==> config.mk <==
export PLATFORM = sky130hd
export DESIGN_NAME = hufd_rsp_stage
export DESIGN_NICKNAME = d
export VERILOG_FILES = /design/src/hdl/hufd_pkg.sv /design/src/hdl/hufd_rsp_stage.sv
export SDC_FILE = /design/constraint.sdc
export NUM_CORES = 1
export LEC_CHECK = 0
export BUFFER_PORTS_ARGS = -buffer_cell sky130_fd_sc_hd__buf_4
export CORE_AREA = 10 10 47 49
export DETAILED_ROUTE_END_ITERATION = 6
export DIE_AREA = 0 0 57 59
export MAX_ROUTING_LAYER = met4
export PLACE_DENSITY = 0.48
export SLEW_MARGIN = 5
export SYNTH_ARGS = -nofsm -noshare
export SYNTH_HDL_FRONTEND = slang
export SYNTH_SLANG_ARGS = --single-unit
==> constraint.sdc <==
create_clock -name clock -period 0.8 [get_ports clock]
set_clock_uncertainty 0.1 [all_clocks]
set_input_delay 0.08 -clock clock [delete_from_list [all_inputs] [get_ports clock]]
set_output_delay 0.08 -clock clock [all_outputs]
set_load 0.1 [all_outputs]
==> src/hdl/hufd_pkg.sv <==
`timescale 1ns / 1ps

package hufd_pkg;

   localparam int NODE_COUNT_DEF = 512;
   localparam int CHILD_W        = 9;
   localparam int SYM_W          = 8;
   localparam int BYTE_BITS      = 8;
   localparam int COUNT_W        = 4;

   localparam logic KIND_NODE = 1'b0;
   localparam logic KIND_CODE = 1'b1;

   typedef struct packed {
      logic               kind;
      logic [CHILD_W-1:0] node_index;
      logic [CHILD_W-1:0] left_child;
      logic [CHILD_W-1:0] right_child;
      logic [SYM_W-1:0]   leaf_symbol;
      logic [SYM_W-1:0]   code_byte;
      logic [COUNT_W-1:0] bit_count;
   } req_type;

   typedef struct packed {
      logic [SYM_W-1:0] symbol;
      logic             last;
   } rsp_type;

   typedef struct packed {
      logic [CHILD_W-1:0] left;
      logic [CHILD_W-1:0] right;
      logic [SYM_W-1:0]   symbol;
   } node_type;

endpackage

==> src/hdl/hufd_rsp_stage.sv <==
`timescale 1ns / 1ps

module hufd_rsp_stage (
   input  logic              clock,
   input  logic              reset,
   input  logic              push_valid,
   input  hufd_pkg::rsp_type push_data,
   output logic              push_free,
   output logic              rsp_valid,
   input  logic              rsp_ready,
   output hufd_pkg::rsp_type rsp_data
);

   logic              valid_ff;
   logic              valid_in;
   hufd_pkg::rsp_type data_ff;
   hufd_pkg::rsp_type data_in;

   assign push_free = !valid_ff || rsp_ready;

   always_comb begin
      valid_in = valid_ff;
      data_in  = data_ff;
      if (push_valid) begin
         valid_in = 1'b1;
         data_in  = push_data;
      end else if (rsp_ready) begin
         valid_in = 1'b0;
      end
   end

   always_ff @(posedge clock) begin
      if (reset) begin
         valid_ff <= 1'b0;
      end else begin
         valid_ff <= valid_in;
      end
      data_ff <= data_in;
   end

   assign rsp_valid = valid_ff;
   assign rsp_data  = data_ff;

endmodule

==> flow_summary.json <==
{
  "hold_buffers": 1,
  "synth.distinct_cells": 5,
  "syn_inst": 13,
  "seqPwrFrac": 0.433,
  "place_ws_ns": -0.0568,
  "finalCoreUtilization": 0.438,
  "fin_cells": 59,
  "async_flop_share": 0,
  "crit_path_max_incr_delay_ns": 0.35,
  "p_sw_mw": 0.523,
  "cp.depth": 2,
  "ir_drop_mv": 0.953,
  "die_area_mm2": 0.00336,
  "slew_headroom": 0.863,
  "p_comb_frac": 0.328,
  "r2r_cells": 4,
  "grt-ovfl-total": 0,
  "path_buf_inv": 1,
  "drt_first_pass_iters": 4,
  "syn_area_um2": 317,
  "yosysSeqAreaShare": 0.917,
  "io_buffers": 23,
  "final-hold-violation-count": 9,
  "period_share": 1.29,
  "cts_buffers": 3,
  "grt_pass1_vias": 275,
  "p_sw_frac": 0.358,
  "r2r_slack_ns": -0.13,
  "placedCellCount": 53,
  "synth_top_area_share": 0.854,
  "core_mm2": 0.00140,
  "synth_ff_type": "edfxtp_1",
  "synth-edff-count": 9,
  "dpl_cell_area_um2": 520,
  "htree_levels": 1,
  "finalCriticalPeriod_ns": 1.04,
  "critPathLaunch": "rsp_valid",
  "r2r_start": "rsp_valid",
  "syn_nets": 26,
  "groute.usage.overall": 0.0580,
  "area_growth_pct": 94.1,
  "max_freq_ghz": 0.966,
  "crit_arrival_ns": 0.86,
  "synth.area.top_cells": "edfxtp_1, dfxtp_1, nand2b_4, a21oi_2, inv_1",
  "synthMostInstantiatedCell": "edfxtp_1",
  "pwr-share-clk": 0.239,
  "drive_above_1_share": 0.721,
  "crit_path_cell_trace": "nand2b_4 > buf_12",
  "holdWs_ns": -0.103,
  "wl_per_cell_um": 14.6,
  "antenna_cells": 0,
  "path_delay_family": "flip-flops",
  "place_congestion": 0.707,
  "clock_latency_ns": 0.25,
  "slowest_stage": "dfxtp_4",
  "status": "finished, violations left",
  "die_y_um": 59,
  "required_ns": 0.62,
  "clockBufferDepth": 2,
  "fin_ws_ns": -0.236,
  "violations": "hold timing, setup timing",
  "path_class": "reg2out",
  "final_antenna_net_count": 0,
  "yosysTopAreaCell": "edfxtp_1",
  "crit_path_max_fanout": 2,
  "avgSynthCellArea_um2": 24.4,
  "drc_errors": 0,
  "num_vias": 239,
  "worstMarginPinSlew_ns": 0.206,
  "total_power_mw": 1.46,
  "cellPowerDensity_mw_per_mm2": 2380,
  "cts_sinks": 10,
  "grt_pass1_wl_um": 1410,
  "start_util": 0.226,
  "worstSetupEndpoint": "push_free",
  "grt_max_degree": 11,
  "final_cell_area_um2": 614,
  "r2r-end": "rsp_valid",
  "p_int_mw": 0.939,
  "path_clk_slew_ns": 0.06,
  "fin_nets": 57,
  "cp-start-kind": "register",
  "drt-initial-drc-count": 2,
  "tns_ns": -2.52,
  "leakagePower_nw": 0.268,
  "ys_top_cells_by_count": "edfxtp_1, a21oi_2, dfxtp_1, inv_1, nand2b_4",
  "n_fill_cell": 131,
  "setup_viol": 12,
  "cap_violations": 0,
  "ys_warn_count": 0,
  "fp-row-count": 14,
  "ios": 24,
  "drt-total-wl_um": 863,
  "cts-root-buf": "clkbuf_4",
  "ys_ff_latch": 10,
  "antenna_found_initial": 0,
  "die_w_um": 57,
  "vias_per_cell": 4.05,
  "maxSlewViolCount": 0,
  "rsz0062_at_grt": "true",
  "tritoncts": "yes",
  "hold_class": "in2reg",
  "end_kind": "output port"
}
layer usage:
| layer | up-vias | routed length (um) | GRT usage |
|---|---|---|---|
| met3 | 4 | 120 | 0.0365 |
| met1 | 103 | 394 | 0.0650 |
| met5 | - | 0 | - |
| met2 | 22 | 319 | 0.0729 |
| met4 | 0 | 28 | 0.0403 |
| li1 | 110 | - | - |
kinds of logic after synthesis:
family,after synthesis,synth area share
AOI/OAI and AO/OA,1,0.0277
DFF,10,0.917
and+or+nand+nor,1,0.0435
buffers and inverters,1,0.0118
cells in the final DEF (no fill, tap or decap):
master,instances
buf_6,10
dfxtp_4,1
edfxtp_1,9
inv_1,1
clkbuf_4,3
a21oi_2,1
nand2b_4,1
clkbuf_1,1
buf_12,1
buf_4,14
dlygate4sd3_1,1
how the worst min path moves through the flow:
stage	start	end	slack [ns]	cells past startpoint
2_1_floorplan	reset	rsp_valid	0.03	1
5_1_grt	push_data[2]	rsp_data[2]	-0.12	1
3_5_place_dp	reset	rsp_valid	0.13	2
3_3_place_gp	reset	rsp_valid	0.13	2
4_1_cts	push_data[2]	rsp_data[2]	-0.11	1
6_report	push_data[2]	rsp_data[2]	-0.10	1
final cells by class:
class,count,area [um2],share of cell area
repair buffers,26,248,0.403
inverters,1,3.75,0.00611
well taps,16,20.0,0.0326
flip-flops and latches,10,294,0.479
multi-input cells,2,22.5,0.0367
clock buffers,4,26.3,0.0428
power by group through the flow:
stage / registers, mW / logic, mW / clock network (mW)
6_report: 0.633 / 0.479 / 0.349
5_1_grt: 0.637 / 0.492 / 0.392
4_1_cts: 0.634 / 0.483 / 0.371
3_5_place_dp: 0.637 / 0.444 / 0
3_3_place_gp: 0.636 / 0.441 / 0
2_1_floorplan: 0.928 / 0.0267 / 0
sequential cells by signal (all words and copies together) (netlist names):
| register | flops |
|---|---|
| rsp_valid | 1 |
| rsp_data | 9 |
repair_timing:
item                                   4_1_cts  5_1_grt
gates cloned                                 0        0
endpoints found under the hold margin       10        9
gates resized for setup                     13        0
buffers inserted                             1        0
setup endpoints to repair                   11       12
No activity file was read; power rests on OpenSTA's default activity.
