### src/hdl/hufd_pkg.sv
`timescale 1ns / 1ps

package hufd_pkg;

   localparam int NODE_COUNT_DEF = 512;
   localparam int CHILD_W        = 9;
   localparam int SYM_W          = 8;
   localparam int BYTE_BITS      = 8;
   localparam int COUNT_W        = 4;

   localparam logic KIND_NODE = 1'b0;
   localparam logic KIND_CODE = 1'b1;

   typedef struct packed {
      logic               kind;
      logic [CHILD_W-1:0] node_index;
      logic [CHILD_W-1:0] left_child;
      logic [CHILD_W-1:0] right_child;
      logic [SYM_W-1:0]   leaf_symbol;
      logic [SYM_W-1:0]   code_byte;
      logic [COUNT_W-1:0] bit_count;
   } req_type;

   typedef struct packed {
      logic [SYM_W-1:0] symbol;
      logic             last;
   } rsp_type;

   typedef struct packed {
      logic [CHILD_W-1:0] left;
      logic [CHILD_W-1:0] right;
      logic [SYM_W-1:0]   symbol;
   } node_type;

endpackage

### src/hdl/hufd_walker.sv
`timescale 1ns / 1ps

module hufd_walker #(
   parameter int NODE_COUNT = hufd_pkg::NODE_COUNT_DEF,
   localparam int AW = $clog2(NODE_COUNT)
) (
   input  logic               clock,
   input  logic               reset,
   input  logic               req_valid,
   output logic               req_ready,
   input  hufd_pkg::req_type  req_data,
   output logic               wr_en,
   output logic [AW-1:0]      wr_addr,
   output hufd_pkg::node_type wr_data,
   output logic               rd_en,
   output logic [AW-1:0]      rd_addr,
   input  hufd_pkg::node_type rd_data,
   output logic               push_valid,
   output hufd_pkg::rsp_type  push_data,
   input  logic               push_free
);

   typedef enum logic {
      ST_IDLE,
      ST_WALK
   } state_type;

   state_type                          state_ff, state_in;
   logic [hufd_pkg::BYTE_BITS-1:0]     byte_ff, byte_in;
   logic [hufd_pkg::COUNT_W-1:0]       bits_ff, bits_in;
   logic                               pend_ff, pend_in;
   logic [AW-1:0]                      pend_addr_ff, pend_addr_in;
   logic [AW-1:0]                      pos_ff, pos_in;
   hufd_pkg::node_type                 cur_ff, cur_in;
   hufd_pkg::node_type                 root_ff, root_in;
   logic                               hold_valid_ff, hold_valid_in;
   logic [hufd_pkg::SYM_W-1:0]         hold_sym_ff, hold_sym_in;

   logic                               accept;
   logic                               leaf;
   logic                               stall;
   hufd_pkg::node_type                 eff;
   logic [AW-1:0]                      eff_pos;
   logic [hufd_pkg::CHILD_W-1:0]       nxt;
   hufd_pkg::node_type                 new_node;

   function automatic logic in_range(input logic [hufd_pkg::CHILD_W-1:0] idx);
      return 32'(idx) < NODE_COUNT;
   endfunction

   assign req_ready = (state_ff == ST_IDLE);
   assign accept    = req_valid && req_ready;
   assign leaf      = (rd_data.left == '0) && (rd_data.right == '0);
   // a leaf needs the hold slot, which can only empty into a free output
   assign stall     = pend_ff && leaf && hold_valid_ff && !push_free;

   assign new_node.left   = req_data.left_child;
   assign new_node.right  = req_data.right_child;
   assign new_node.symbol = req_data.leaf_symbol;

   assign wr_addr = AW'(req_data.node_index);
   assign wr_data = new_node;

   always_comb begin
      state_in      = state_ff;
      byte_in       = byte_ff;
      bits_in       = bits_ff;
      pend_in       = pend_ff;
      pend_addr_in  = pend_addr_ff;
      pos_in        = pos_ff;
      cur_in        = cur_ff;
      root_in       = root_ff;
      hold_valid_in = hold_valid_ff;
      hold_sym_in   = hold_sym_ff;
      wr_en         = 1'b0;
      rd_en         = 1'b0;
      rd_addr       = pend_addr_ff;
      push_valid    = 1'b0;
      push_data     = '0;
      eff           = cur_ff;
      eff_pos       = pos_ff;
      nxt           = '0;

      case (state_ff)
         ST_IDLE: begin
            if (accept) begin
               if (req_data.kind == hufd_pkg::KIND_NODE) begin
                  if (in_range(req_data.node_index)) begin
                     wr_en = 1'b1;
                     // keep the cached root and current node coherent with the store
                     if (req_data.node_index == '0) begin
                        root_in = new_node;
                     end
                     if (AW'(req_data.node_index) == pos_ff) begin
                        cur_in = new_node;
                     end
                  end
               end else begin
                  byte_in  = req_data.code_byte;
                  bits_in  = (req_data.bit_count > hufd_pkg::COUNT_W'(hufd_pkg::BYTE_BITS)) ?
                             hufd_pkg::COUNT_W'(hufd_pkg::BYTE_BITS) : req_data.bit_count;
                  state_in = ST_WALK;
               end
            end
         end

         ST_WALK: begin
            if (!stall) begin
               if (pend_ff) begin
                  if (leaf) begin
                     eff     = root_ff;
                     eff_pos = '0;
                     if (hold_valid_ff) begin
                        push_valid       = 1'b1;
                        push_data.symbol = hold_sym_ff;
                        push_data.last   = 1'b0;
                     end
                     hold_valid_in = 1'b1;
                     hold_sym_in   = rd_data.symbol;
                  end else begin
                     eff     = rd_data;
                     eff_pos = pend_addr_ff;
                  end
               end
               cur_in  = eff;
               pos_in  = eff_pos;
               pend_in = 1'b0;

               if (bits_ff != '0) begin
                  nxt     = byte_ff[hufd_pkg::BYTE_BITS-1] ? eff.right : eff.left;
                  byte_in = byte_ff << 1;
                  bits_in = bits_ff - hufd_pkg::COUNT_W'(1);
                  if ((nxt != '0) && in_range(nxt)) begin
                     rd_en        = 1'b1;
                     rd_addr      = AW'(nxt);
                     pend_in      = 1'b1;
                     pend_addr_in = AW'(nxt);
                  end else begin
                     // absent child: back to the root, nothing emitted
                     cur_in = root_ff;
                     pos_in = '0;
                  end
               end else if (!pend_ff) begin
                  // byte finished: the held symbol is its last one
                  if (hold_valid_ff) begin
                     if (push_free) begin
                        push_valid       = 1'b1;
                        push_data.symbol = hold_sym_ff;
                        push_data.last   = 1'b1;
                        hold_valid_in    = 1'b0;
                        state_in         = ST_IDLE;
                     end
                  end else begin
                     state_in = ST_IDLE;
                  end
               end
            end
         end

         default: begin
            state_in = ST_IDLE;
         end
      endcase
   end

   always_ff @(posedge clock) begin
      if (reset) begin
         state_ff      <= ST_IDLE;
         pend_ff       <= 1'b0;
         pos_ff        <= '0;
         hold_valid_ff <= 1'b0;
         bits_ff       <= '0;
      end else begin
         state_ff      <= state_in;
         pend_ff       <= pend_in;
         pos_ff        <= pos_in;
         hold_valid_ff <= hold_valid_in;
         bits_ff       <= bits_in;
      end
      byte_ff      <= byte_in;
      pend_addr_ff <= pend_addr_in;
      cur_ff       <= cur_in;
      root_ff      <= root_in;
      hold_sym_ff  <= hold_sym_in;
   end

endmodule

### config.mk
export PLATFORM = sky130hd
export DESIGN_NAME = hufd_walker
export DESIGN_NICKNAME = d
export VERILOG_FILES = /design/src/hdl/hufd_pkg.sv /design/src/hdl/hufd_walker.sv
export SDC_FILE = /design/constraint.sdc
export NUM_CORES = 1
export LEC_CHECK = 0
export BUFFER_PORTS_ARGS = -buffer_cell sky130_fd_sc_hd__buf_2
export CORE_ASPECT_RATIO = 0.75
export CORE_MARGIN = 2
export CORE_UTILIZATION = 52
export CTS_CLUSTER_DIAMETER = 150
export DETAILED_ROUTE_END_ITERATION = 6
export GPL_ROUTABILITY_DRIVEN = 0
export PLACE_DENSITY = 0.88
export RECOVER_POWER = 50
export SYNTH_ARGS = -nofsm -noshare
export SYNTH_HDL_FRONTEND = slang
export SYNTH_SLANG_ARGS = --single-unit
### constraint.sdc
create_clock -name clock -period 3.95 [get_ports clock]
set_input_delay 0.395 -clock clock [delete_from_list [all_inputs] [get_ports clock]]
set_output_delay 0.395 -clock clock [all_outputs]
set_load 0.05 [all_outputs]
==> impl_metrics.toml <==
[die]
die_y_um = 83.5
die_w_um = 110
start_util_pct = 54.6
rows = 28
ios = 135
core_um2 = 8020
dieArea_um2 = 9180

[cts]
cts_max_level = 3
clock_latency_ns = 0.37
clk_path_buf_depth = 2
cts_num_sinks = 77
cts_setup_buffers = 0
cts_tree = "built"
cts_buffers = 9
clk_pin_slew_ns = 0.08
clockRootBuffer = "clkbuf_8"

[yosys]
syn-mean-instance-area_um2 = 9.98
synth-edff-count = 52
ys_ff_latch = 77
ys_seq_area_share_pct = 47.1
synthDominantCellAreaShare_pct = 35.6
synthTopCellsByArea = "edfxtp_1 (36%), dfxtp_1 (11%), buf_4 (6.2%)"
synth.largest_area_cell = "edfxtp_1"
synth_ff_type = "edfxtp_1"
yosys.cell_types.count = 59
syn-num-nets = 518
yosysWarnings = 0
async_reset_ff_share_pct = 0
synth_cells = 439
syn-cell-area_um2 = 4380

[pwr]
ir_worst_vdd_mv = 0.243
p_leak_nw = 1.81
p_per_area_nw_per_um2 = 436
p_total_mw = 2.17

[global_routing]
antenna_found_initial = 0
grt_pass1_vias = 3813
grt_max_degree = 47
track_usage_pct = 26.5
grt_overflow = 0
grt_pass1_wl_mm = 18.8

[layout]
num-nets-final = 598
area_growth_pct = 13.3
final_cell_mix = "buf_2 (70), edfxtp_1 (52), clkbuf_1 (50)"
nFillCells = 659
final_common_cell = "buf_2"
num_antenna_cells = 0
drive_above_1_share_pct = 24.0

[run_status]
violations = "capacitance limit"
status = "complete, but fails checks"

[min_path]
whs_endpoint = "hold_sym_ff[2]"
worstHoldPathType = "in2reg"
min-delay-start = "rd_data[2]"
hold_path_depth = 1

[setup_path]
required_ns = 3.56
path_class = "reg2out"
cp_max_fo = 19
crit_arrival_ns = 3.30
cp-start-kind = "register"
r2r-end = "cur_ff[21]"
reg2reg_depth = 8
r2r_slack_ns = 0.57
worstReg2RegStart = "pend_ff"
endpoint_kind = "output pin"

[sta]
fin_setup_tns_ns = 0
drv_slew = 0
final.setup_skew_ns = 0.0127
hold_violations = 0
rsz0062_at_grt = "no"
fmax_mhz = 270
setup_viol = 0
fin_ws_ns = 0.252
period_minus_slack_ns = 3.70
fin_crit_sh_pct = 93.6
tightest_slew_ns = 1.48
relSlewSlack_pct = 0.337

[routing]
drt_iter0_drc = 504
ant_nets = 0
vias_per_cell = 6.24
num_vias = 3928
detail_route.first_pass.iterations = 6
routedWlPerCell_um = 19.2
wl_mm = 12.1
drc = 0

[placed_design]
portBuffers = 118
hpwl_mm = 8.71
place_ws_ns = 0.607

[run]
cap_viol_max_count = 1
==> critical path: stages (launching register included) <==
cell,delay (ns)
dfxtp_1,0.59
buf_4,0.35
mux2i_1,0.32
o2111ai_1,0.18
o22ai_1,0.32
a2bb2oi_2,0.16
o21bai_4,0.38
inv_1,0.10
a31oi_1,0.21
buf_2,0.31
==> state kept, by name, indices dropped and copies added, names as in the netlist <==
| register | count |
|---|---|
| state_ff | 1 |
| cur_ff | 18 |
| pos_ff | 9 |
| bits_ff | 4 |
| pend_ff | 1 |
| byte_ff | 8 |
| root_ff | 18 |
| hold_sym_ff | 8 |
| pend_addr_ff | 9 |
| hold_valid_ff | 1 |
==> per-stage QoR <==
stage	cells	utilization, %	cell area (um2)	hold WS, ns
2_1_floorplan	439	-	4390	0.442
3_3_place_gp	613	59.9	4800	0.452
3_5_place_dp	613	59.9	4800	0.459
4_1_cts	629	62.5	5010	0.198
5_1_grt	629	61.9	4970	0.198
6_report	629	61.9	4970	0.207
==> power by group <==
part / internal, mW / leakage [nW] / switching, mW
logic: 0.141 / 1.03 / 0.410
registers: 0.932 / 0.679 / 0.0413
clock network: 0.353 / 0.101 / 0.289
total: 1.43 / 1.81 / 0.740
==> cells in the mapped netlist, drive strengths merged (2+ instances only) <==
master / number
a211oi: 5
o21ai: 25
a31oi: 8
o221ai: 2
nand3: 9
o22ai: 7
nor4: 9
xnor2: 2
or3: 5
nor2b: 11
mux4: 2
edfxtp: 52
nor3b: 4
o21a: 2
and2: 2
nor3: 10
o31ai: 5
o2111ai: 8
xor2: 7
nand2b: 3
a32o: 9
a22oi: 7
or4: 2
a21oi: 31
nand4: 9
inv: 14
mux2i: 2
o21bai: 3
nor2: 31
dfxtp: 25
o41ai: 2
mux2: 17
clkbuf: 13
nand2: 36
clkinv: 2
buf: 46
==> how the worst max path moves through the flow <==
stage                          start  cells after the start      endpoint  slack [ns]
after floorplan           rd_data[8]                      8    rd_addr[4]        0.55
after global placement       pend_ff                      9    rd_addr[6]        0.71
after detailed placement     pend_ff                      9    rd_addr[6]        0.61
after CTS                    pend_ff                      9    rd_addr[6]        0.13
after global routing         pend_ff                      8  push_data[3]        0.02
final                        pend_ff                      9    rd_addr[6]        0.25
==> layout make-up <==
cell class / count / area (um2) / area share [%]
Sequential cell: 77 / 2060 / 41.5
Multi-Input combinational cell: 287 / 1900 / 38.2
Timing Repair Buffer: 128 / 606 / 12.2
Clock buffer: 11 / 131 / 2.65
Tap cell: 105 / 131 / 2.65
Clock inverter: 5 / 76.3 / 1.54
Inverter: 16 / 60.1 / 1.21
==> layer usage <==
metal / global-route usage (%) / part of all wire [%] / vias up
met5: 0 / 0 / -
met4: 12.2 / 2.8 / 0
met3: 7.18 / 10 / 39
met2: 41.3 / 46 / 282
met1: 34.1 / 41 / 1827
li1: - / - / 1780
==> repair_timing <==
action | 4_1_cts | 5_1_grt
hold buffers | 0 | 0
gates resized for setup | 0 | 2
endpoints found under the setup margin | 0 | 9
==> logic make-up after synthesis <==
| group | share of synthesized area [%] |
|---|---|
| AOI/OAI and AO/OA | 19.0 |
| DFF | 47.1 |
| xor gates and xnor gates | 1.80 |
| muxes | 5.94 |
| adders and majority gates | 0.286 |
| and+or+nand+nor | 15.6 |
| buffers and inverters | 10.3 |
(Power assumes the default switching activity.)
